## src/rtl/irh_pkg.sv

```systemverilog
`timescale 1ns / 1ps
// shared types and constants of the interleaved rtp h.264 depacketizer
// no dependencies
package irh_pkg;

    localparam logic [7:0] INTERLEAVE_MAGIC = 8'h24;
    localparam logic [3:0] RTP_HDR_LEN      = 4'd12;
    localparam logic [3:0] FU_HDR_POS       = 4'd13;
    localparam logic [4:0] NAL_SINGLE_LIMIT = 5'd24;
    localparam logic [4:0] NAL_FU_A         = 5'd28;

    // start code bytes, then the nal header as the last step
    localparam int unsigned START_LEN = 4;
    localparam logic [2:0] NAL_LAST_STEP = 3'(START_LEN);
    localparam logic [7:0] START_CODE [START_LEN] = '{8'h00, 8'h00, 8'h00, 8'h01};

    // command from the parser to the output sequencer
    typedef struct packed {
        logic       is_nal;   // start code followed by data as nal header
        logic [7:0] data;
    } irh_cmd_t;

endpackage

```

## src/rtl/irh_front.sv

```systemverilog
`timescale 1ns / 1ps
// parser: walks interleave frames, rtp header and nal/fu headers
// depends on irh_pkg
module irh_front import irh_pkg::*; (
    input  logic       aclk,
    input  logic       aresetn,
    input  logic       s_valid,
    output logic       s_ready,
    input  logic [7:0] s_in_byte,
    input  logic       q_full,
    output logic       cmd_push,
    output irh_cmd_t   cmd
);

    localparam logic [2:0] PH_MAGIC   = 3'd0;
    localparam logic [2:0] PH_CHANNEL = 3'd1;
    localparam logic [2:0] PH_LEN_HI  = 3'd2;
    localparam logic [2:0] PH_LEN_LO  = 3'd3;
    localparam logic [2:0] PH_SKIP    = 3'd4;
    localparam logic [2:0] PH_RTP     = 3'd5;
    localparam logic [2:0] PH_PAYLOAD = 3'd6;

    logic [2:0]  phase_reg, phase_next;
    logic [15:0] left_reg, left_next;
    logic [3:0]  hidx_reg, hidx_next;
    logic        rtp_reg, rtp_next;
    logic        copy_reg, copy_next;
    logic [2:0]  nri_reg, nri_next;

    logic        accept;
    logic [15:0] len_full;
    logic [15:0] left_dec;
    logic [4:0]  nal_type;

    assign s_ready  = !q_full;
    assign accept   = s_valid && s_ready;
    assign len_full = {left_reg[15:8], s_in_byte};
    assign left_dec = left_reg - 16'd1;
    assign nal_type = s_in_byte[4:0];

    always_comb begin
        phase_next = phase_reg;
        left_next  = left_reg;
        hidx_next  = hidx_reg;
        rtp_next   = rtp_reg;
        copy_next  = copy_reg;
        nri_next   = nri_reg;
        cmd_push   = 1'b0;
        cmd.is_nal = 1'b0;
        cmd.data   = s_in_byte;
        if (accept) begin
            unique case (phase_reg)
                PH_CHANNEL: begin
                    if (s_in_byte[0]) begin
                        rtp_next = 1'b0;
                    end
                    phase_next = PH_LEN_HI;
                end
                PH_LEN_HI: begin
                    left_next  = {s_in_byte, 8'h00};
                    phase_next = PH_LEN_LO;
                end
                PH_LEN_LO: begin
                    left_next = len_full;
                    hidx_next = '0;
                    copy_next = 1'b0;
                    if (len_full == 16'd0) begin
                        phase_next = PH_MAGIC;
                    end else begin
                        phase_next = rtp_reg ? PH_RTP : PH_SKIP;
                    end
                end
                PH_SKIP, PH_RTP, PH_PAYLOAD: begin
                    if (phase_reg == PH_RTP) begin
                        if (hidx_reg == RTP_HDR_LEN) begin
                            if (nal_type >= 5'd1 && nal_type < NAL_SINGLE_LIMIT) begin
                                cmd_push   = 1'b1;
                                cmd.is_nal = 1'b1;
                                copy_next  = 1'b1;
                                phase_next = PH_PAYLOAD;
                            end else if (nal_type == NAL_FU_A) begin
                                nri_next  = s_in_byte[7:5];
                                hidx_next = FU_HDR_POS;
                            end else begin
                                copy_next  = 1'b0;
                                phase_next = PH_PAYLOAD;
                            end
                        end else if (hidx_reg == FU_HDR_POS) begin
                            // rebuilt header: indicator f/nri with fu type
                            if (s_in_byte[7]) begin
                                cmd_push   = 1'b1;
                                cmd.is_nal = 1'b1;
                                cmd.data   = {nri_reg, s_in_byte[4:0]};
                            end
                            copy_next  = 1'b1;
                            phase_next = PH_PAYLOAD;
                        end else begin
                            hidx_next = hidx_reg + 4'd1;
                        end
                    end else if (phase_reg == PH_PAYLOAD) begin
                        cmd_push = copy_reg;
                    end
                    left_next = left_dec;
                    if (left_dec == 16'd0) begin
                        phase_next = PH_MAGIC;
                        copy_next  = 1'b0;
                        hidx_next  = '0;
                    end
                end
                default: begin
                    rtp_next   = (s_in_byte == INTERLEAVE_MAGIC);
                    phase_next = PH_CHANNEL;
                end
            endcase
        end
    end

    always_ff @(posedge aclk) begin
        if (!aresetn) begin
            phase_reg <= PH_MAGIC;
            left_reg  <= '0;
            hidx_reg  <= '0;
            rtp_reg   <= 1'b0;
            copy_reg  <= 1'b0;
            nri_reg   <= '0;
        end else begin
            phase_reg <= phase_next;
            left_reg  <= left_next;
            hidx_reg  <= hidx_next;
            rtp_reg   <= rtp_next;
            copy_reg  <= copy_next;
            nri_reg   <= nri_next;
        end
    end

endmodule

```

## src/rtl/irh_queue.sv

```systemverilog
`timescale 1ns / 1ps
// short command queue between parser and output sequencer
// depends on irh_pkg
module irh_queue import irh_pkg::*; #(
    parameter int unsigned DEPTH = 4
) (
    input  logic     aclk,
    input  logic     aresetn,
    input  logic     push,
    input  irh_cmd_t push_cmd,
    output logic     full,
    input  logic     pop,
    output logic     head_valid,
    output irh_cmd_t head_cmd
);

    localparam int unsigned PW = (DEPTH > 1) ? $clog2(DEPTH) : 1;
    localparam int unsigned CW = $clog2(DEPTH + 1);
    localparam logic [PW-1:0] PTR_LAST = PW'(DEPTH - 1);
    localparam logic [CW-1:0] CNT_FULL = CW'(DEPTH);

    irh_cmd_t      slot_reg [DEPTH];
    logic [PW-1:0] wr_reg, wr_next;
    logic [PW-1:0] rd_reg, rd_next;
    logic [CW-1:0] count_reg, count_next;

    assign full       = (count_reg == CNT_FULL);
    assign head_valid = (count_reg != '0);
    assign head_cmd   = slot_reg[rd_reg];

    always_comb begin
        wr_next    = wr_reg;
        rd_next    = rd_reg;
        count_next = count_reg;
        if (push) begin
            wr_next = (wr_reg == PTR_LAST) ? '0 : wr_reg + PW'(1);
        end
        if (pop) begin
            rd_next = (rd_reg == PTR_LAST) ? '0 : rd_reg + PW'(1);
        end
        if (push && !pop) begin
            count_next = count_reg + CW'(1);
        end else if (pop && !push) begin
            count_next = count_reg - CW'(1);
        end
    end

    always_ff @(posedge aclk) begin
        if (push) begin
            slot_reg[wr_reg] <= push_cmd;
        end
    end

    always_ff @(posedge aclk) begin
        if (!aresetn) begin
            wr_reg    <= '0;
            rd_reg    <= '0;
            count_reg <= '0;
        end else begin
            wr_reg    <= wr_next;
            rd_reg    <= rd_next;
            count_reg <= count_next;
        end
    end

endmodule

```

## src/rtl/irh_back.sv

```systemverilog
`timescale 1ns / 1ps
// output sequencer: expands commands into result transfers
// depends on irh_pkg
module irh_back import irh_pkg::*; (
    input  logic       aclk,
    input  logic       aresetn,
    input  logic       head_valid,
    input  irh_cmd_t   head_cmd,
    output logic       pop,
    output logic       m_valid,
    input  logic       m_ready,
    output logic [7:0] m_out_byte,
    output logic       m_nal_start,
    output logic       m_out_last
);

    logic [2:0] step_reg, step_next;
    logic       valid_reg, valid_next;
    logic [7:0] byte_reg, byte_next;
    logic       start_reg, start_next;
    logic       last_reg, last_next;
    logic       out_free;
    logic       is_last;

    assign out_free = !valid_reg || m_ready;
    assign is_last  = !head_cmd.is_nal || (step_reg == NAL_LAST_STEP);
    assign pop      = out_free && head_valid && is_last;

    always_comb begin
        step_next  = step_reg;
        valid_next = valid_reg;
        byte_next  = byte_reg;
        start_next = start_reg;
        last_next  = last_reg;
        if (out_free) begin
            valid_next = head_valid;
            if (head_valid) begin
                if (head_cmd.is_nal && step_reg != NAL_LAST_STEP) begin
                    byte_next = START_CODE[step_reg[1:0]];
                end else begin
                    byte_next = head_cmd.data;
                end
                start_next = head_cmd.is_nal && (step_reg == 3'd0);
                last_next  = is_last;
                step_next  = is_last ? 3'd0 : step_reg + 3'd1;
            end
        end
    end

    always_ff @(posedge aclk) begin
        byte_reg  <= byte_next;
        start_reg <= start_next;
        last_reg  <= last_next;
        if (!aresetn) begin
            step_reg  <= '0;
            valid_reg <= 1'b0;
        end else begin
            step_reg  <= step_next;
            valid_reg <= valid_next;
        end
    end

    assign m_valid     = valid_reg;
    assign m_out_byte  = byte_reg;
    assign m_nal_start = start_reg;
    assign m_out_last  = last_reg;

endmodule

```

## src/rtl/interleaved_rtp_h264_depacketizer_top.sv

```systemverilog
`timescale 1ns / 1ps
// top level of the interleaved rtp h.264 depacketizer
// depends on irh_pkg, irh_front, irh_queue, irh_back
//
// channel  dir  handshake          payload
// s_       in   s_valid/s_ready    s_in_byte[7:0]
// m_       out  m_valid/m_ready    m_out_byte[7:0], m_nal_start, m_out_last
//
// the parser takes one stream byte per cycle while the command queue has room
// a copied byte gives one result, a nal start five (start code + header);
// the output sequencer steps out one result per cycle unless the result side stalls
// an input byte passes the combinational parser, then the queue and the output register
// synchronous active-low reset clears parser state, queue and output valid
// either side may stall; the queue decouples parser and sequencer
module interleaved_rtp_h264_depacketizer_top import irh_pkg::*; #(
    parameter int unsigned QUEUE_DEPTH = 4
) (
    input  logic       aclk,
    input  logic       aresetn,
    input  logic       s_valid,
    output logic       s_ready,
    input  logic [7:0] s_in_byte,
    output logic       m_valid,
    input  logic       m_ready,
    output logic [7:0] m_out_byte,
    output logic       m_nal_start,
    output logic       m_out_last
);

    // parser to queue
    logic     cmd_push;
    irh_cmd_t cmd;
    logic     q_full;

    // queue to sequencer
    logic     q_pop;
    logic     q_valid;
    irh_cmd_t q_cmd;

    irh_front u_front (
        .aclk      (aclk),
        .aresetn   (aresetn),
        .s_valid   (s_valid),
        .s_ready   (s_ready),
        .s_in_byte (s_in_byte),
        .q_full    (q_full),
        .cmd_push  (cmd_push),
        .cmd       (cmd)
    );

    irh_queue #(
        .DEPTH (QUEUE_DEPTH)
    ) u_queue (
        .aclk       (aclk),
        .aresetn    (aresetn),
        .push       (cmd_push),
        .push_cmd   (cmd),
        .full       (q_full),
        .pop        (q_pop),
        .head_valid (q_valid),
        .head_cmd   (q_cmd)
    );

    irh_back u_back (
        .aclk        (aclk),
        .aresetn     (aresetn),
        .head_valid  (q_valid),
        .head_cmd    (q_cmd),
        .pop         (q_pop),
        .m_valid     (m_valid),
        .m_ready     (m_ready),
        .m_out_byte  (m_out_byte),
        .m_nal_start (m_nal_start),
        .m_out_last  (m_out_last)
    );

endmodule

```

## config.mk

```make
export PLATFORM = sky130hd
export DESIGN_NAME = interleaved_rtp_h264_depacketizer_top
export DESIGN_NICKNAME = d
export VERILOG_FILES = /design/src/rtl/irh_pkg.sv /design/src/rtl/irh_front.sv /design/src/rtl/irh_queue.sv /design/src/rtl/irh_back.sv /design/src/rtl/interleaved_rtp_h264_depacketizer_top.sv
export SDC_FILE = /design/constraint.sdc
export NUM_CORES = 1
export LEC_CHECK = 0
export BUFFER_PORTS_ARGS = -buffer_cell sky130_fd_sc_hd__buf_4
export CORE_UTILIZATION = 40
export DETAILED_ROUTE_END_ITERATION = 8
export SETUP_SLACK_MARGIN = 0.05
export SLEW_MARGIN = 20
export SYNTH_ARGS = -nofsm -noshare
export SYNTH_HDL_FRONTEND = slang
export SYNTH_SLANG_ARGS = --single-unit
```

## constraint.sdc

```tcl
create_clock -name aclk -period 8.1 [get_ports aclk]
set_input_delay 2.025 -clock aclk [delete_from_list [all_inputs] [get_ports aclk]]
set_output_delay 2.025 -clock aclk [all_outputs]
set_load 0.02 [all_outputs]
```

==> results of run 1 <==
==> metrics by stage <==
step,instances,hold WS [ns],instance area (um^2)
detailed placement,569,0.4752,4771
global placement,569,0.4620,4771
floorplan,427,0.4732,4527
finish,585,0.4814,5079
global route,585,0.5340,5079
CTS,585,0.4838,5079
==> worst max-delay path by stage <==
stage | slack (ns) | end
after global routing | 3.50 | u_queue.count_reg[2]$_SDFFE_PN0P_
after detailed placement | 3.39 | u_queue.count_reg[2]$_SDFFE_PN0P_
after global placement | 3.57 | u_queue.count_reg[2]$_SDFFE_PN0P_
final | 3.74 | u_queue.count_reg[2]$_SDFFE_PN0P_
after CTS | 3.73 | u_queue.count_reg[2]$_SDFFE_PN0P_
after floorplan | 3.84 | u_queue.count_reg[2]$_SDFFE_PN0P_
==> cell type report <==
| type | instances | area (um^2) |
|---|---|---|
| Sequential cell | 87 | 2202 |
| Tap cell | 140 | 175.2 |
| Clock inverter | 5 | 65.06 |
| Inverter | 22 | 82.58 |
| Multi-Input combinational cell | 295 | 2123 |
| Clock buffer | 11 | 242.7 |
| Timing Repair Buffer | 25 | 187.7 |
| Fill cell | 1051 | 5857 |
==> metal layers <==
layer	routed length (um)	vias to the layer above	track usage, %	part of all wire [%]
li1	-	1597	-	-
met3	270	14	2.351	2.8
met1	4620	1568	23.57	48
met4	169	0	7.625	1.7
met5	0	-	0	0
met2	4622	60	30.12	48
==> cell usage after synthesis (4+ instances only) <==
| master | instances | share of area, % |
|---|---|---|
| o211a_1 | 10 | 2.2 |
| inv_1 | 22 | 1.8 |
| and2_1 | 19 | 2.6 |
| nor2b_1 | 16 | 2.2 |
| a22oi_1 | 4 | 0.66 |
| nor4_1 | 5 | 0.69 |
| a21boi_0 | 5 | 0.83 |
| nor2_1 | 27 | 2.2 |
| o221ai_1 | 9 | 1.7 |
| o21ai_0 | 21 | 2.3 |
| nand4_1 | 5 | 0.69 |
| nand2_1 | 32 | 2.7 |
| a211oi_1 | 4 | 0.66 |
| a21oi_1 | 15 | 1.7 |
| xor2_1 | 4 | 0.77 |
| o22ai_1 | 4 | 0.55 |
| dfxtp_1 | 41 | 18 |
| mux4_2 | 9 | 4.5 |
| clkbuf_1 | 13 | 1.1 |
| or3_1 | 4 | 0.55 |
| nor3_1 | 13 | 1.4 |
| buf_4 | 6 | 0.99 |
| nand3_1 | 9 | 0.99 |
| nand2b_1 | 8 | 1.1 |
| mux2i_1 | 11 | 2.4 |
| xnor2_1 | 7 | 1.4 |
| ha_1 | 13 | 3.6 |
| edfxtp_1 | 46 | 31 |
==> logic make-up after synthesis <==
kind of cell               after synthesis
buffers and inverters                   45
and+or+nand+nor                        156
adders and majority gates               14
AOI/OAI and AO/OA                       91
xor gates and xnor gates                11
DFF                                     87
muxes                                   23
==> layout by cell type (no fill, tap or decap), drive strengths merged, types with 8 or more instances in the layout <==
master  count
dfxtp      41
nand3       9
nand2      32
edfxtp     46
mux2i      11
nor2       28
nor2b      16
nor3       15
mux4        9
buf        25
inv        23
a21oi      15
ha         13
o21ai      21
o211a      10
and2       20
o221ai      9
nand2b      8
clkbuf     11
==> worst max-delay path, delay by kind of cell <==
family | cells | cell delay (ns)
simple gates | 3 | 0.99
fa+ha+maj | 2 | 0.64
compound gates | 3 | 0.54
buf+inv | 3 | 0.24
xor+xnor | 1 | 0.17
==> power by group <==
part | leakage (nW) | switching [W] | total, W | internal [W]
logic | 0.982 | 0.0000710 | 0.000120 | 0.0000490
registers | 0.721 | 0.0000139 | 0.000482 | 0.000468
clock network | 0.150 | 0.000176 | 0.000426 | 0.000250
==> summary.md, run 1 <==
| Metric | Value |
|---|---|
| Post-route core utilization | 46.44% |
| Die H | 108.4 um |
| Clk root buf | clkbuf_16 |
| Die area | 11750 um^2 |
| CTS tree | done |
| Worst skew pair latency | between 0.3 and 0.4 ns |
| Die Width | 108.4 um |
| Cts hold-fix bufs | 0 |
| Synth Area in Adders | ~4.0% |
| Sequential area share after synthesis | 48.65% |
| EDFF count, synth | 46 |
| Final Hold Fails | 0 |
| Share of layout cells above drive strength 1 | 14.83% |
| Maximum VDD drop | 0.09388 mV |
| GP Congestion | 0.8609 |
| IO Port Bufs | 23 |
| Hold path start | u_back.m_valid$_SDFFE_PN0P_ |
| Gates resized, CTS repair | 0 |
| Multiplexer share of the synthesized area | 7.656% |
| Vias in the first global route | 3072 |
| # IOs | 24 |
| WL per Instance | 16.55 um |
| Crit path from | s_in_byte[7] |
| Max stage delay on crit path | 0.38 ns |
| Max Clk Rate | 229.5 MHz |
| Total grt overflow | 0 |
| DRT Pass-1 Iters | 5 |
| Clock sinks | 87 |
| Clock slew at reported path FFs | 0.07 ns |
| Endpoint class of the critical path | flip-flop |
| Post-route setup slack | ~3.7 ns |
| Simple-Gate Fraction of Synth Area | 18.35% |
| Placed wire-length estimate | between 6000 and 7000 um |
| RSZ-0062 raised after global routing | false |
| Worst reg2reg path depth | 8 |
| Setup TNS | 0 ns |
| Core Box Area | 10940 um^2 |
| Deepest clock path buffer count | 2 |
| Final Power | 0.001028 W |
| Synth Warn # | 0 |
| Slowest-stage cell, CP | nor3_2 |
| Max Slew Vio Count | 0 |
| Pin count of the biggest net entering global routing | 38 |
| Worst-Margin Slew | 0.9612 ns |
| R2r setup slk | 4.61 ns |
| Setup Crit Path Kind | in2reg |
| Complex-gate fraction of the synthesized area | 14.73% |
| Worst-path cell chain | buf_4, inv_1, or2_2, a211oi_1, a21oi_1, nor3_2, ha_1, inv_1, fa_1, xor2_1, or3_1, a21boi_0 |
| Synthesized area | 4527 um^2 |
| Nets@finish | 466 |
| Detailed Route Iter0 Violations | 154 |
| Aggregate routed wire length | 9683 um |
| Layout area overhead | 12.19% |
| Initial Util | 41.40% |
| Asr flop ratio synth | 0% |
| Fin crit period | 4.358 ns |
| # rows | 38 |
| Max_slew headroom | 35.33% |
| Mapped Avg Cell Area | between 10 and 15 um^2 |
| Ant. Diodes | 0 |
| Largest family of logic cells by synthesized area | simple AND/OR/NAND/NOR gates |
| Clock buffer count from CTS | 9 |
| FF+latch count, synth | a little under 90 |
| Antenna violations before repair | 0 |
| Worst Clk Skew | 0.007848 ns |
| Critical Path Source Type | primary input |
| All-Layer GR Usage | 18.06% |
| Hold-critical path depth | 2 |
| Pre-CTS WS | 3.394 ns |
| DRC Markers | 0 |
| Leak | 1.854 nW |
| Setup-failing EPs final | 0 |
| Hold EP | u_back.m_valid$_SDFFE_PN0P_ |
| Syn_nets | 453 |
| Vias per cell | 5.537 |
| Status | completed |
| DR vias | ~3200 |
| Max_cap viols | 0 |
| Setup Fix Bufs, Post-CTS | 0 |
| Synth Instances | 427 |
| Crit path arrival time | about 4.6 ns |
| Final ANT Viol Nets | 0 |
| Tcrit/Tclk final | 53.80% |
| RR Endpoint | u_queue.count_reg[2]$_SDFFE_PN0P_ |
| CTS H-tree depth | 3 |
| First-pass GRT wire length | about 16000 um |
| Most frequent cell on the critical path | inv_1 |
| Number of library cell types mapped by synthesis | 60 |
| Worst endpoint required time | ~8.4 ns |
| Post-synth top flop | edfxtp_1 |
| Crit path max fanout | 7 |
| Xor and xnor area share after synthesis | 2.128% |
| Pwr dens | 202.5 nW/um^2 |
| R2R Path Start | u_front.phase_reg[2]$_SDFFE_PN0P_ |
| Largest register FFs | 36 |
| Worst min path class | reg2reg |
No activity file was read; power rests on OpenSTA's default activity.
==> inputs of run 2 (changes only) <==
==> constraint.sdc (replaced) <==
create_clock -name aclk -period 3.7 [get_ports aclk]
set_input_delay 0.925 -clock aclk [delete_from_list [all_inputs] [get_ports aclk]]
set_output_delay 0.925 -clock aclk [all_outputs]
set_load 0.02 [all_outputs]
==> run 2 against run 1 <==
Utilization increased by 0.27 points. Clock power is 110% higher. Die area stayed put. Register-to-register slack got worse by 4.2 ns. Critical path depth grew 1. Largest power group unchanged. Hold slack improved by 0.0011 ns. Sequential share of layout area down 0.25 points. Cell area rose by 0.59%. Non-clock buffer count rose by 5. Setup slack worse by 3.3 ns. First-iteration DRC count increased by 12%. Largest cell class unchanged.
==> summary.md, run 2 (same netlist as run 1, synthesis figures left out) <==
| Metric | Value |
|---|---|
| Status | completed |
| Share of layout cells above drive strength 1 | 16.00% |
| Crit path max fanout | 7 |
| Pin count of the biggest net entering global routing | 38 |
| Leading cell type in the layout, fill and taps excluded | edfxtp_1 |
| Clock buffer count from CTS | 9 |
| Endpoint class of the critical path | flip-flop |
| # rows | 38 |
| Nets@finish | between 400 and 500 |
| Setup-failing EPs final | 0 |
| Setup Crit Path Kind | reg2reg |
| Worst skew pair latency | 0.34 ns |
| Pre-CTS WS | 0.1109 ns |
| Worst-path cell chain | inv_1, ha_1, nand2b_1, or2_2, a211oi_1, a21oi_1, nor3_4, ha_1, inv_1, fa_1, xor2_1, or3_1, a21boi_0 |
| Clock slew at reported path FFs | 0.07 ns |
| Placed wire-length estimate | between 6000 and 7000 um |
| Detailed Route Iter0 Violations | approximately 170 |
| Leak | approximately 1.9 nW |
| WL per Instance | 16.43 um |
| Slowest-stage cell, CP | dfxtp_1 |
| GP Congestion | approximately 0.84 |
| Maximum VDD drop | 0.2916 mV |
| Antenna violations before repair | 0 |
| Most frequent cells in the layout | edfxtp_1 (46), dfxtp_1 (41), nand2_1 (32), buf_4 (30), nor2_1 (27) |
| Pwr dens | 435.9 nW/um^2 |
| Max stage delay on crit path | 0.40 ns |
| Max Slew Vio Count | 0 |
| Max_slew headroom | 60.35% |
| Max_cap viols | 0 |
| Layout area overhead | 12.85% |
| DR vias | 3276 |
| CTS H-tree depth | 3 |
| Final ANT Viol Nets | 0 |
| Worst Clk Skew | 0.008300 ns |
| RSZ-0062 raised after global routing | false |
| Critical Path Source Type | flip-flop |
| Buffers and inverters on the worst path | 2 |
| CP delay by family, top | simple AND/OR/NAND/NOR gates |
| Max Clk Rate | 305.2 MHz |
| Setup TNS | 0 ns |
| Fin crit period | 3.276 ns |
| Clk pwr share | 40.7% |
| Worst endpoint required time | 3.97 ns |
| IO Port Bufs | 23 |
| Deepest clock path buffer count | 2 |
| CTS tree | done |
| # IOs | 24 |
| Switching Fraction | 27.56% |
| Largest register FFs | 36 |
| Core Box Area | between 10000 and 15000 um^2 |
| Crit path arrival time | between 3 and 4 ns |
| Int Pwr | 0.001613 W |
| Die area | between 10000 and 15000 um^2 |
| Aggregate routed wire length | 9694 um |
| Ant. Diodes | 0 |
| Post-route setup slack | 0.4236 ns |
| Clock sinks | 87 |
| Die Width | 108.4 um |
| DRT Pass-1 Iters | 4 |
| Vias per cell | roughly 5.6 |
| Final Hold Fails | 0 |
| Worst min path class | reg2reg |
| Vias in the first global route | 3104 |
| Worst-Margin Slew | slightly below 0.6 ns |
| First-pass GRT wire length | 15940 um |
| Tcrit/Tclk final | between 80% and 90% |
| Initial Util | about 41% |
| Psw | 0.0006137 W |
| Clk root buf | clkbuf_16 |
| All-Layer GR Usage | 17.75% |
| Seq pwr share | 47.2% |
| Comb power frac | between 10% and 20% |
| Die H | about 110 um |
| DRC Markers | 0 |
| Total grt overflow | 0 |
## run 2: cell types whose count changed in the layout (fill, tap and decap cells not counted), sizes merged
| cell | delta |
|---|---|
| buf | +5 |
| bufinv | -1 |
| inv | +5 |
| clkbuf | -2 |
| clkinv | -2 |
## run 2: path summary, 6_finish.rpt
kind | start | to | slack (ns) | cells past startpoint
max reg2reg | u_front.hidx_reg[0]$_SDFFE_PN0P_ | u_queue.count_reg[2]$_SDFFE_PN0P_ | 0.42 | 13
max | u_front.hidx_reg[0]$_SDFFE_PN0P_ | u_queue.count_reg[2]$_SDFFE_PN0P_ | 0.42 | 13
min reg2reg | u_back.m_valid$_SDFFE_PN0P_ | u_back.m_valid$_SDFFE_PN0P_ | 0.48 | 2
min | u_back.m_valid$_SDFFE_PN0P_ | u_back.m_valid$_SDFFE_PN0P_ | 0.48 | 2
## run 2: what timing repair did
item	in CTS	in global routing
hold buffers	0	0
endpoints found under the setup margin	0	1
setup buffers	0	0
resized for setup	0	1
## run 2: layer usage
layer	global-route usage (%)	part of all wire, %	vias to the layer above
li1	-	-	1608
met1	22.23	44	1591
met2	30.80	50	63
met3	3.315	4.1	14
met4	5.695	1.4	0
met5	0	0	-
## run 2: area by class of cell
cell class / count / area, um^2
Clock buffer: 9 / 225.2
Clock inverter: 7 / 68.82
Tap cell: 140 / 175.2
Sequential cell: 87 / 2202
Multi-Input combinational cell: 295 / 2130
Timing Repair Buffer: 30 / 225.2
Inverter: 22 / 82.58
Fill cell: 1030 / 5827
## run 2: worst register-to-register path, delay by kind of cell (launching register included)
family | cells | cell delay (ns)
XOR/XNOR | 1 | 0.18
adder cells (fa/ha/maj) | 3 | 0.88
flip-flops | 1 | 0.40
buffers and inverters | 2 | 0.15
AO/OA/AOI/OAI | 3 | 0.58
AND/OR/NAND/NOR | 4 | 1.03
## run 2: stage by stage
step	utilization (%)	power [W]	cell area, um^2	cells	hold WS (ns)
after floorplan	-	0.001275	4527	427	0.4732
after global placement	43.97	0.001336	4808	574	0.4618
after detailed placement	43.97	0.001340	4808	574	0.4811
after CTS	46.66	0.002238	5102	590	0.4899
after global routing	46.72	0.002306	5109	590	0.5261
final	46.72	0.002227	5109	590	0.4825
## run 2: power by group through the flow
stage	combinational, W	sequential (W)	clock, W
after CTS	0.000268	0.00105	0.000919
after global placement	0.000264	0.00107	0
after detailed placement	0.000267	0.00107	0
after floorplan	0.000218	0.00106	0
final	0.000269	0.00105	0.000905
after global routing	0.000300	0.00105	0.000951
==> inputs of run 3 (changes only) <==
--- a/config.mk
+++ b/config.mk
@@ -8,6 +8,8 @@
 export BUFFER_PORTS_ARGS = -buffer_cell sky130_fd_sc_hd__buf_4
 export CORE_UTILIZATION = 40
 export DETAILED_ROUTE_END_ITERATION = 8
+export MAX_ROUTING_LAYER = met4
+export REMOVE_ABC_BUFFERS = 1
 export SETUP_SLACK_MARGIN = 0.05
 export SLEW_MARGIN = 20
 export SYNTH_ARGS = -nofsm -noshare
==> run 3 against run 2 <==
Critical path type unchanged. Critical endpoint unchanged. Combinational power is essentially flat. Clock power about the same. Die area did not move. Utilization increased by 0.080 points. Highest routed layer unchanged. Non-clock buffer count up 1.
==> summary.md, run 3 (same netlist as run 1, synthesis figures left out) <==
| Metric | Value |
|---|---|
| Nets@finish | 472 |
| CTS H-tree depth | 3 |
| Detailed Route Iter0 Violations | 220 |
| Met3 GRT Util | between 4 and 5% |
| Placed Cells | 575 |
| Status | completed |
| Final ANT Viol Nets | 0 |
| Initial Util | 41.40% |
| Max_slew headroom | 57.67% |
| Pwr dens | between 400 and 500 nW/um^2 |
| Setup Fix Bufs, Post-CTS | 0 |
| Setup-failing EPs final | 0 |
| Final Hold Fails | 0 |
| Buffers and inverters on the worst path | 2 |
| Worst endpoint required time | 3.96 ns |
| Hold EP | u_back.m_valid$_SDFFE_PN0P_ |
| Max stage delay on crit path | 0.40 ns |
| Core Box Area | around 11000 um^2 |
| CP delay by family, top | simple AND/OR/NAND/NOR gates |
| R2R Path Start | u_front.hidx_reg[0]$_SDFFE_PN0P_ |
| WL per Instance | 15.99 um |
| First-pass GRT wire length | 15860 um |
| Maximum VDD drop | 0.2587 mV |
| Fin crit period | 3.120 ns |
| GR peak layer | met2 |
| Final Non-Filler Cells | a little under 600 |
| # rows | 38 |
| Most frequent cells in the layout | edfxtp_1 (46), dfxtp_1 (41), nand2_1 (32), buf_4 (31), nor2_1 (27) |
| Clk root buf | clkbuf_16 |
| Vias per cell | 5.503 |
| Placed wire-length estimate | 6809 um |
| Fillers | 1022 |
| Largest register FFs | 36 |
| Clock sinks | 87 |
| Met1 usage | roughly 22% |
| Critical Path Source Type | flip-flop |
| Endpoint class of the critical path | flip-flop |
| Pin count of the biggest net entering global routing | 38 |
| Gates resized, CTS repair | 0 |
| Total grt overflow | 0 |
| GR Layer Usage met2 | 30.16% |
| Ant. Diodes | 0 |
| All-Layer GR Usage | between 10% and 20% |
| Max_cap viols | 0 |
| DRC Markers | 0 |
| Clock slew at reported path FFs | roughly 0.060 ns |
| Die Width | 108.4 um |
| Antenna violations before repair | 0 |
| Hold path start | u_back.m_valid$_SDFFE_PN0P_ |
| IO Port Bufs | 23 |
| Clock buffer count from CTS | 9 |
| # IOs | 24 |
| Aggregate routed wire length | 9451 um |
| Cts hold-fix bufs | 0 |
| Worst-Margin Slew | 0.6291 ns |
| DRT Pass-1 Iters | 5 |
| Max Clk Rate | between 300 and 400 MHz |
| R2r setup slk | a little under 0.6 ns |
| Crit path arrival time | ~3.4 ns |
| RR Endpoint | u_queue.count_reg[2]$_SDFFE_PN0P_ |
| Layout area overhead | 13.05% |
| RSZ-0062 raised after global routing | false |
| Die H | 108.4 um |
| Crit path max fanout | 5 |
| Tcrit/Tclk final | 84.32% |
| Worst reg2reg path depth | 13 |
| Worst min path class | reg2reg |
| DR vias | 3252 |
| Setup Crit Path Kind | reg2reg |
| Die area | approximately 12000 um^2 |
| Hold-critical path depth | 2 |
| Deepest clock path buffer count | 2 |
| Worst skew pair latency | roughly 0.34 ns |
| Share of layout cells above drive strength 1 | 15.74% |
| Leading cell type in the layout, fill and taps excluded | edfxtp_1 |
| Slowest-stage cell, CP | dfxtp_1 |
| Worst Clk Skew | 0.006568 ns |
| Max Slew Vio Count | 0 |
| Worst-path cell chain | inv_1, ha_1, nand2b_1, or2_2, a211oi_1, a21oi_1, nor3_2, ha_1, inv_1, fa_1, xor2_1, or3_1, a21boi_0 |
| CTS tree | done |
| Leak | approximately 1.9 nW |
| GP Congestion | 0.8927 |
| Setup TNS | 0 ns |
| Vias in the first global route | about 3200 |
==> run 3: layout make-up <==
type	count	area, um^2	share of cell area (%)
sequential	87	2202	43.03
multi-input combinational	295	2123	41.49
clock buffer	12	246.5	4.817
timing repair buffer	31	232.7	4.548
tap	140	175.2	3.423
inverter	22	82.58	1.614
clock inverter	4	55.05	1.076
==> run 3: where the power goes <==
part | switching (W) | internal (W)
clock network | 0.000362 | 0.000544
registers | 0.0000264 | 0.00103
logic | 0.000160 | 0.000110
total | 0.000549 | 0.00168
==> run 3: worst min-delay path: stages, from the launching register on <==
cell	delay [ns]
dfxtp_1	0.32
nand2_1	0.05
a21boi_0	0.06
==> run 3: layer usage <==
layer	routed length, um	share of wire, %
met1	4247	45
met2	4698	50
met3	408	4.3
met4	96	1.0
met5	0	0
==> run 3: worst max path at each step <==
stage                                              to  cells past startpoint                             start
floorplan           u_queue.count_reg[2]$_SDFFE_PN0P_                     11                      s_in_byte[7]
global placement    u_queue.count_reg[2]$_SDFFE_PN0P_                     12                      s_in_byte[7]
detailed placement  u_queue.count_reg[2]$_SDFFE_PN0P_                     12                      s_in_byte[7]
CTS                 u_queue.count_reg[2]$_SDFFE_PN0P_                     13  u_front.hidx_reg[0]$_SDFFE_PN0P_
global route        u_queue.count_reg[2]$_SDFFE_PN0P_                     13  u_front.hidx_reg[0]$_SDFFE_PN0P_
finish              u_queue.count_reg[2]$_SDFFE_PN0P_                     13  u_front.hidx_reg[0]$_SDFFE_PN0P_
==> run 3: metrics by stage <==
stage | instance area, um^2 | utilization, % | setup slack, ns | hold slack (ns) | total power [W]
after floorplan | 4408 | - | 0.5360 | 0.4732 | 0.001261
after global placement | 4816 | 44.04 | 0.4749 | 0.4676 | 0.001336
after detailed placement | 4816 | 44.04 | 0.3520 | 0.4853 | 0.001342
after CTS | 5117 | 46.80 | 0.5592 | 0.4939 | 0.002255
after global routing | 5117 | 46.80 | 0.3507 | 0.5410 | 0.002325
final | 5117 | 46.80 | 0.5802 | 0.4842 | 0.002229
